**src/design/sip_pkg.sv**
```systemverilog
// Shared types and constants for the piecewise-cubic Simpson integrator.
// No dependencies; every other file of the block imports this package.
`timescale 1ns / 1ps
`default_nettype none

package sip_pkg;

  localparam int BND_W     = 28;  // bound registers, signed fixed point
  localparam int OUT_W     = 30;  // integral result width
  localparam int LVL_W     = 5;   // refinement level width
  localparam int CFG_IDX_W = 1;

  localparam logic [CFG_IDX_W-1:0] CFG_LOWER = 1'd0;
  localparam logic [CFG_IDX_W-1:0] CFG_UPPER = 1'd1;

  // Weight class of one integrand sample: end term x1, S1 x2, S2 x4
  typedef enum logic [1:0] {
    TAG_END,
    TAG_S1,
    TAG_S2
  } tag_t;

  // Abscissa source for an evaluation
  typedef enum logic [2:0] {
    X_A,
    X_B,
    X_A_HALF,
    X_L_STEP,
    X_L_HALF
  } xsel_t;

  typedef struct packed {
    logic  load;      // capture refine level
    logic  setup;     // interval count, start index, clear sum
    logic  init;      // first left node
    logic  issue;     // start one integrand evaluation
    xsel_t xsel;
    tag_t  tag;
    logic  step;      // advance to next interval
    logic  div_load;
    logic  div_step;
    logic  out_load;
  } cmd_t;

  typedef struct packed {
    logic bad;
    logic cnt_zero;
    logic loop_done;
    logic last_iter;
    logic pipe_empty;
    logic out_free;
  } sts_t;

endpackage

`default_nettype wire

```
**src/design/sip_ctrl.sv**
```systemverilog
// Controller FSM: sequences setup, integrand evaluations, drain, divide and
// result hand-off. Depends on sip_pkg for command and status structs.
`timescale 1ns / 1ps
`default_nettype none

module sip_ctrl import sip_pkg::*; (
  input  logic clk,
  input  logic rst_n,
  input  logic in_valid,
  output logic in_ready,
  output cmd_t cmd,
  input  sts_t sts
);

  localparam logic [3:0] ST_IDLE  = 4'd0;
  localparam logic [3:0] ST_CHECK = 4'd1;
  localparam logic [3:0] ST_SETUP = 4'd2;
  localparam logic [3:0] ST_INIT  = 4'd3;
  localparam logic [3:0] ST_EVA   = 4'd4;
  localparam logic [3:0] ST_EVB   = 4'd5;
  localparam logic [3:0] ST_EVZ   = 4'd6;
  localparam logic [3:0] ST_LOOP  = 4'd7;
  localparam logic [3:0] ST_LOOP2 = 4'd8;
  localparam logic [3:0] ST_DRAIN = 4'd9;
  localparam logic [3:0] ST_DIV   = 4'd10;
  localparam logic [3:0] ST_DONE  = 4'd11;

  logic [3:0] state_r, state_nxt;

  assign in_ready = (state_r == ST_IDLE);

  always_comb begin
    state_nxt = state_r;
    cmd       = '0;
    unique case (state_r)
      ST_IDLE: begin
        if (in_valid) begin
          cmd.load  = 1'b1;
          state_nxt = ST_CHECK;
        end
      end
      ST_CHECK: begin
        state_nxt = sts.bad ? ST_DONE : ST_SETUP;
      end
      ST_SETUP: begin
        cmd.setup = 1'b1;
        state_nxt = ST_INIT;
      end
      ST_INIT: begin
        cmd.init  = 1'b1;
        state_nxt = ST_EVA;
      end
      ST_EVA: begin
        cmd.issue = 1'b1;
        cmd.xsel  = X_A;
        cmd.tag   = TAG_END;
        state_nxt = ST_EVB;
      end
      ST_EVB: begin
        cmd.issue = 1'b1;
        cmd.xsel  = X_B;
        cmd.tag   = TAG_END;
        state_nxt = sts.cnt_zero ? ST_EVZ : ST_LOOP;
      end
      ST_EVZ: begin
        // less than one interval: single midpoint sample
        cmd.issue = 1'b1;
        cmd.xsel  = X_A_HALF;
        cmd.tag   = TAG_S2;
        state_nxt = ST_DRAIN;
      end
      ST_LOOP: begin
        if (sts.loop_done) begin
          state_nxt = ST_DRAIN;
        end else begin
          cmd.issue = !sts.last_iter;
          cmd.xsel  = X_L_STEP;
          cmd.tag   = TAG_S1;
          state_nxt = ST_LOOP2;
        end
      end
      ST_LOOP2: begin
        cmd.issue = 1'b1;
        cmd.xsel  = X_L_HALF;
        cmd.tag   = TAG_S2;
        cmd.step  = 1'b1;
        state_nxt = ST_LOOP;
      end
      ST_DRAIN: begin
        if (sts.pipe_empty) begin
          cmd.div_load = 1'b1;
          state_nxt    = ST_DIV;
        end
      end
      ST_DIV: begin
        cmd.div_step = 1'b1;
        state_nxt    = ST_DONE;
      end
      ST_DONE: begin
        if (sts.out_free) begin
          cmd.out_load = 1'b1;
          state_nxt    = ST_IDLE;
        end
      end
      default: begin
        state_nxt = ST_IDLE;
      end
    endcase
  end

  always_ff @(posedge clk) begin
    if (!rst_n) begin
      state_r <= ST_IDLE;
    end else begin
      state_r <= state_nxt;
    end
  end

`ifndef SYNTHESIS
  a_idle_empty: assert property (@(posedge clk) disable iff (!rst_n)
    (state_r == ST_IDLE) |-> sts.pipe_empty)
    else $error("evaluation pipeline busy while idle");
`endif

endmodule

`default_nettype wire

```
**config.mk**
```make
export PLATFORM = sky130hd
export DESIGN_NAME = sip_ctrl
export DESIGN_NICKNAME = d
export VERILOG_FILES = /design/src/design/sip_pkg.sv /design/src/design/sip_ctrl.sv
export SDC_FILE = /design/constraint.sdc
export NUM_CORES = 1
export LEC_CHECK = 0
export BUFFER_PORTS_ARGS = -buffer_cell sky130_fd_sc_hd__buf_2
export CAP_MARGIN = 40
export CORE_AREA = 2 2 39 41
export CTS_CLUSTER_DIAMETER = 60
export DETAILED_ROUTE_END_ITERATION = 8
export DIE_AREA = 0 0 41 43
export PLACE_DENSITY_LB_ADDON = 0.15
export SYNTH_ARGS = -nofsm -noshare
export SYNTH_HDL_FRONTEND = slang
export SYNTH_SLANG_ARGS = --single-unit
```
**constraint.sdc**
```tcl
create_clock -name clk -period 1.4 [get_ports clk]
set_clock_uncertainty 0.05 [all_clocks]
set_input_delay 0.28 -clock clk [delete_from_list [all_inputs] [get_ports clk]]
set_output_delay 0.28 -clock clk [all_outputs]
set_load 0.05 [all_outputs]
```
# Word-level counts from Yosys, hierarchy flattened
# Cells that the tools add are included.
dict set report totals {
  register_bits 4
  in_bits 9
  out_inout_bits 14
  mem_bits_ro 0
  word_cells 37
  latch_bits 0
  ramBits 0
  memories 0
}
dict set report classes {
  div_mod_pow 0
  n_reduce_logical 3
  n_bitwise 0
  mul 0
  n_shift 0
  add_sub_neg 0
  mux 19
  n_eq_ne 14
  n_lt_le_gt_ge 0
}
# cell n
set ops {}
lappend ops {{case mux 4 bit (12 select lines)} 1}
lappend ops {{case mux 6 bit (5 select lines)} 1}
lappend ops {{equality test 4 x 3 -> 1 bit (second input constant)} 4}
lappend ops {{equality test 4 bit (second input constant)} 4}
lappend ops {{two-way mux 4 bit} 4}
lappend ops {{two-way mux 1 bit} 12}
lappend ops {{equality test 4 x 2 -> 1 bit (second input constant)} 2}
lappend ops {{two-way mux 6 bit} 1}
lappend ops {{inequality test 2 bit (second input constant)} 3}
lappend ops {{equality test 4 x 1 -> 1 bit (second input constant)} 1}
lappend ops {{zero test 4 bit} 1}
lappend ops {{AND reduction 3 bit} 1}
lappend ops {{zero test 1 bit} 1}

# Longest topological paths before layout
dict set report depth {
  word_depth 3
  ltp_mapped 5
  depth_no_buf 4
}

# Worst setup path after synthesis
# No wires, ideal clock.
dict set report synth_path {
  kind {register to output}
  start {reg state_r[3]}
  end {out cmd[12] (netlist name)}
  required_ps 1070
  arrival_ps 2678
  path_buffers 2
  stages_incl_launch_ff 5
  setup_slack_ps -1608
  cell_sequence {dfxtp_1 buf_2 buf_2 nor4_1 and2_1}
}
# element line
set synth_rtl {}
lappend synth_rtl {{start, declared} sip_ctrl.sv:28} ;# logic [3:0] state_r, state_nxt;
lappend synth_rtl {{start signal, assigned} sip_ctrl.sv:115} ;# state_r <= state_nxt;
lappend synth_rtl {{end, declared} sip_ctrl.sv:11} ;# output cmd_t cmd,

==> flow_metrics.tcl <==
set metrics [dict create \
    maxCapViolCount 0 \
    placed_cell_area_um2 805.8 \
    initialDrtViolationCount 14 \
    regMostFlops "state_r" \
    switching_share 0.4841 \
    drcViolationCount 0 \
    finalHoldViolCount 0 \
    cp_max_fo 5 \
    critPathLaunchType "register" \
    rows 14 \
    fin_area_mm2 0.001226 \
    yosys_warnings 0 \
    setup_violations 15 \
    async_reset_ff_frac 0 \
    port_buffers 22 \
    timing.fmax_mhz 599.4 \
    die_w_um 41 \
    wl_per_cell_um 14.61 \
    ir_drop_mv 1.440 \
    synthesis.area_um2 426.7 \
    min_period_over_period 1.192 \
    grt_start_max_net_pins 14 \
    ys_ff_latch 4 \
    critPathKind "register to primary output" \
    routed_via_density 5.218 \
    vias 694 \
    dp_slack_ns -0.1913 \
    syn_area_per_cell_um2 6.667 \
    max_stage_delay_ns 0.37 \
    gp_congestion 0.7720 \
    fin_ws_ns -0.2684 \
    cts_buffers 3 \
    period_needed_ns 1.668 \
    reg2regPathDepth 4 \
    grt_pass1_vias 664 \
    wirelength_um 1943 \
    pwr-share-comb 0.850 \
    max-slew-margin-rel 0.7817 \
    clkLatencyLatePin_ns 0.23 \
    cp.depth 4 \
    worstPathRequired_ns 1.07 \
    synth_enable_flop_cells 0 \
    antenna_found_initial 0 \
    grt_pass1_wl_um 2691 \
    cts_tree "done" \
    die_h_um 43 \
    antenna_left 0 \
    hp-class "input pin to register" \
    syn_inst 64 \
    arrival_ns 1.34 \
    h-tree-depth 1 \
    power.switching_w 0.001397 \
    area_delta_synth_final_pct 187.4 \
    num_antenna_cells 0 \
    ys_types 28 \
    whs_path_depth 2 \
    p_int_w 0.001488 \
    place.detailed.hpwl_um 1081 \
    p_per_area_mw_per_mm2 2353 \
    slew_viol_final 0 \
    reg.largest.list "state_r: 4 flops" \
    violations "negative setup slack" \
    worstMarginPinSlew_ns 0.3269 \
    cts_sinks 4 \
    fillers 59 \
    synth_nets 73 \
    leakage_nw 0.5172 \
    pwr-share-seq 0.100 \
    gr-total-overflow 0 \
    run_status "finished, violations left" \
    grt_usage 0.2159 \
    cts_hold_buf 0 \
    drtPass1Iterations 3 \
    synth_seq_area_share 0.1877 \
    cts.clk_slew.worst_paths_ns 0.04 \
    max-clock-path-buffers 2 \
    coreArea_mm2 0.001384 \
    io_pins 23 \
    yosys_most_used_dff "dfxtp_1" \
    r2r_setup_slack_ns 0 \
    die_area_mm2 0.001763 \
    rsz0062_at_grt "true" \
    cp_top_family "flip-flops" \
    pwr-share-clk 0.049 \
    worstPathCellList "nand2b_1 -> buf_4 -> a211oi_4 -> buf_6" \
    fin_util 0.8861 \
    path_buf_inv 2 \
    cpMaxStageDelayCell "dfxtp_4" \
    largest_register_ffs 4 \
    start_util 0.3083 \
    cp-end-kind "primary output" \
    cts-root-buf "clkbuf_4" \
    nets 128 \
    layout-drive-gt1-share 0.8205 \
]
==> cells in the mapped netlist (2+ instances only) <==
cell type | n | share of area
o21ai_0 | 3 | 0.035
a31oi_1 | 2 | 0.029
o21a_1 | 2 | 0.035
dfxtp_1 | 4 | 0.19
nor2b_1 | 2 | 0.029
nand3_1 | 2 | 0.023
buf_2 | 6 | 0.070
nor3_1 | 5 | 0.059
nand2b_1 | 5 | 0.073
inv_1 | 2 | 0.018
a21boi_1 | 2 | 0.035
nand2_1 | 4 | 0.035
nor4_1 | 2 | 0.029
a211oi_1 | 2 | 0.035
a21oi_1 | 2 | 0.023
nor2_1 | 7 | 0.062
==> routing by layer <==
layer	up-vias	part of all wire	track usage
met1	329	0.41	0.2605
met3	6	0.023	0.03665
li1	339	-	-
met5	-	0	0
met4	0	0.020	0.04000
met2	20	0.55	0.3781
==> through the flow <==
| stage | total power, W | cells | setup TNS [ns] | hold slack (ns) |
|---|---|---|---|---|
| 2_1_floorplan | 0.001436 | 64 | -1.718 | 0.3475 |
| 3_5_place_dp | 0.001831 | 116 | -0.8039 | 0.4824 |
| 5_1_grt | 0.003029 | 133 | -3.537 | 0.2427 |
| 3_3_place_gp | 0.001823 | 116 | -0.7199 | 0.4737 |
| 6_report | 0.002885 | 133 | -2.620 | 0.2544 |
| 4_1_cts | 0.002558 | 129 | -2.257 | 0.2471 |
==> power by group through the flow <==
stage	Clock (W)	Combinational (W)	Sequential, W
floorplan	0	0.00123	0.000207
CTS	0.000140	0.00214	0.000280
finish	0.000142	0.00245	0.000290
global route	0.000161	0.00257	0.000297
global placement	0	0.00157	0.000249
detailed placement	0	0.00158	0.000247
==> final timing paths <==
kind               from    endpoint
max reg2reg  state_r[1]  state_r[1]
min reg2reg  state_r[3]  state_r[3]
max          state_r[3]      cmd[6]
min               rst_n  state_r[2]
==> repair_timing <==
| item | CTS | global route |
|---|---|---|
| cloned | 0 | 1 |
| pin swaps | 7 | 5 |
| gates resized for setup | 54 | 18 |
| setup buffers | 10 | 3 |
| setup endpoints to repair | 17 | 17 |
==> layout by cell type, fill, tap and decap left out, types with 3 or more instances in the layout <==
cell type and count:
nor2_4 5, clkbuf_4 3, buf_6 15, buf_2 8, buf_8 6, buf_4 26
nor3_4 4, dfxtp_4 3, nand2b_4 3
==> layout make-up <==
class / instances / area [um^2] / share of cell area
Clock buffer: 3 / 22.52 / 0.01837
Multi-Input combinational cell: 51 / 560.5 / 0.4571
Inverter: 3 / 11.26 / 0.009184
Sequential cell: 4 / 92.59 / 0.07551
Tap cell: 16 / 20.02 / 0.01633
Timing Repair Buffer: 56 / 519.2 / 0.4235
==> kinds of logic (layout without fill, tap and decap cells) <==
logic type | count (synthesis) | after routing | share of synthesized area
and+or+nand+nor | 32 | 32 | 0.3988
DFF | 4 | 4 | 0.1877
AOI/OAI and AO/OA | 18 | 18 | 0.2903
muxes | 1 | 1 | 0.02639
buffers and inverters | 9 | 62 | 0.09678
(Power assumes the default switching activity.)
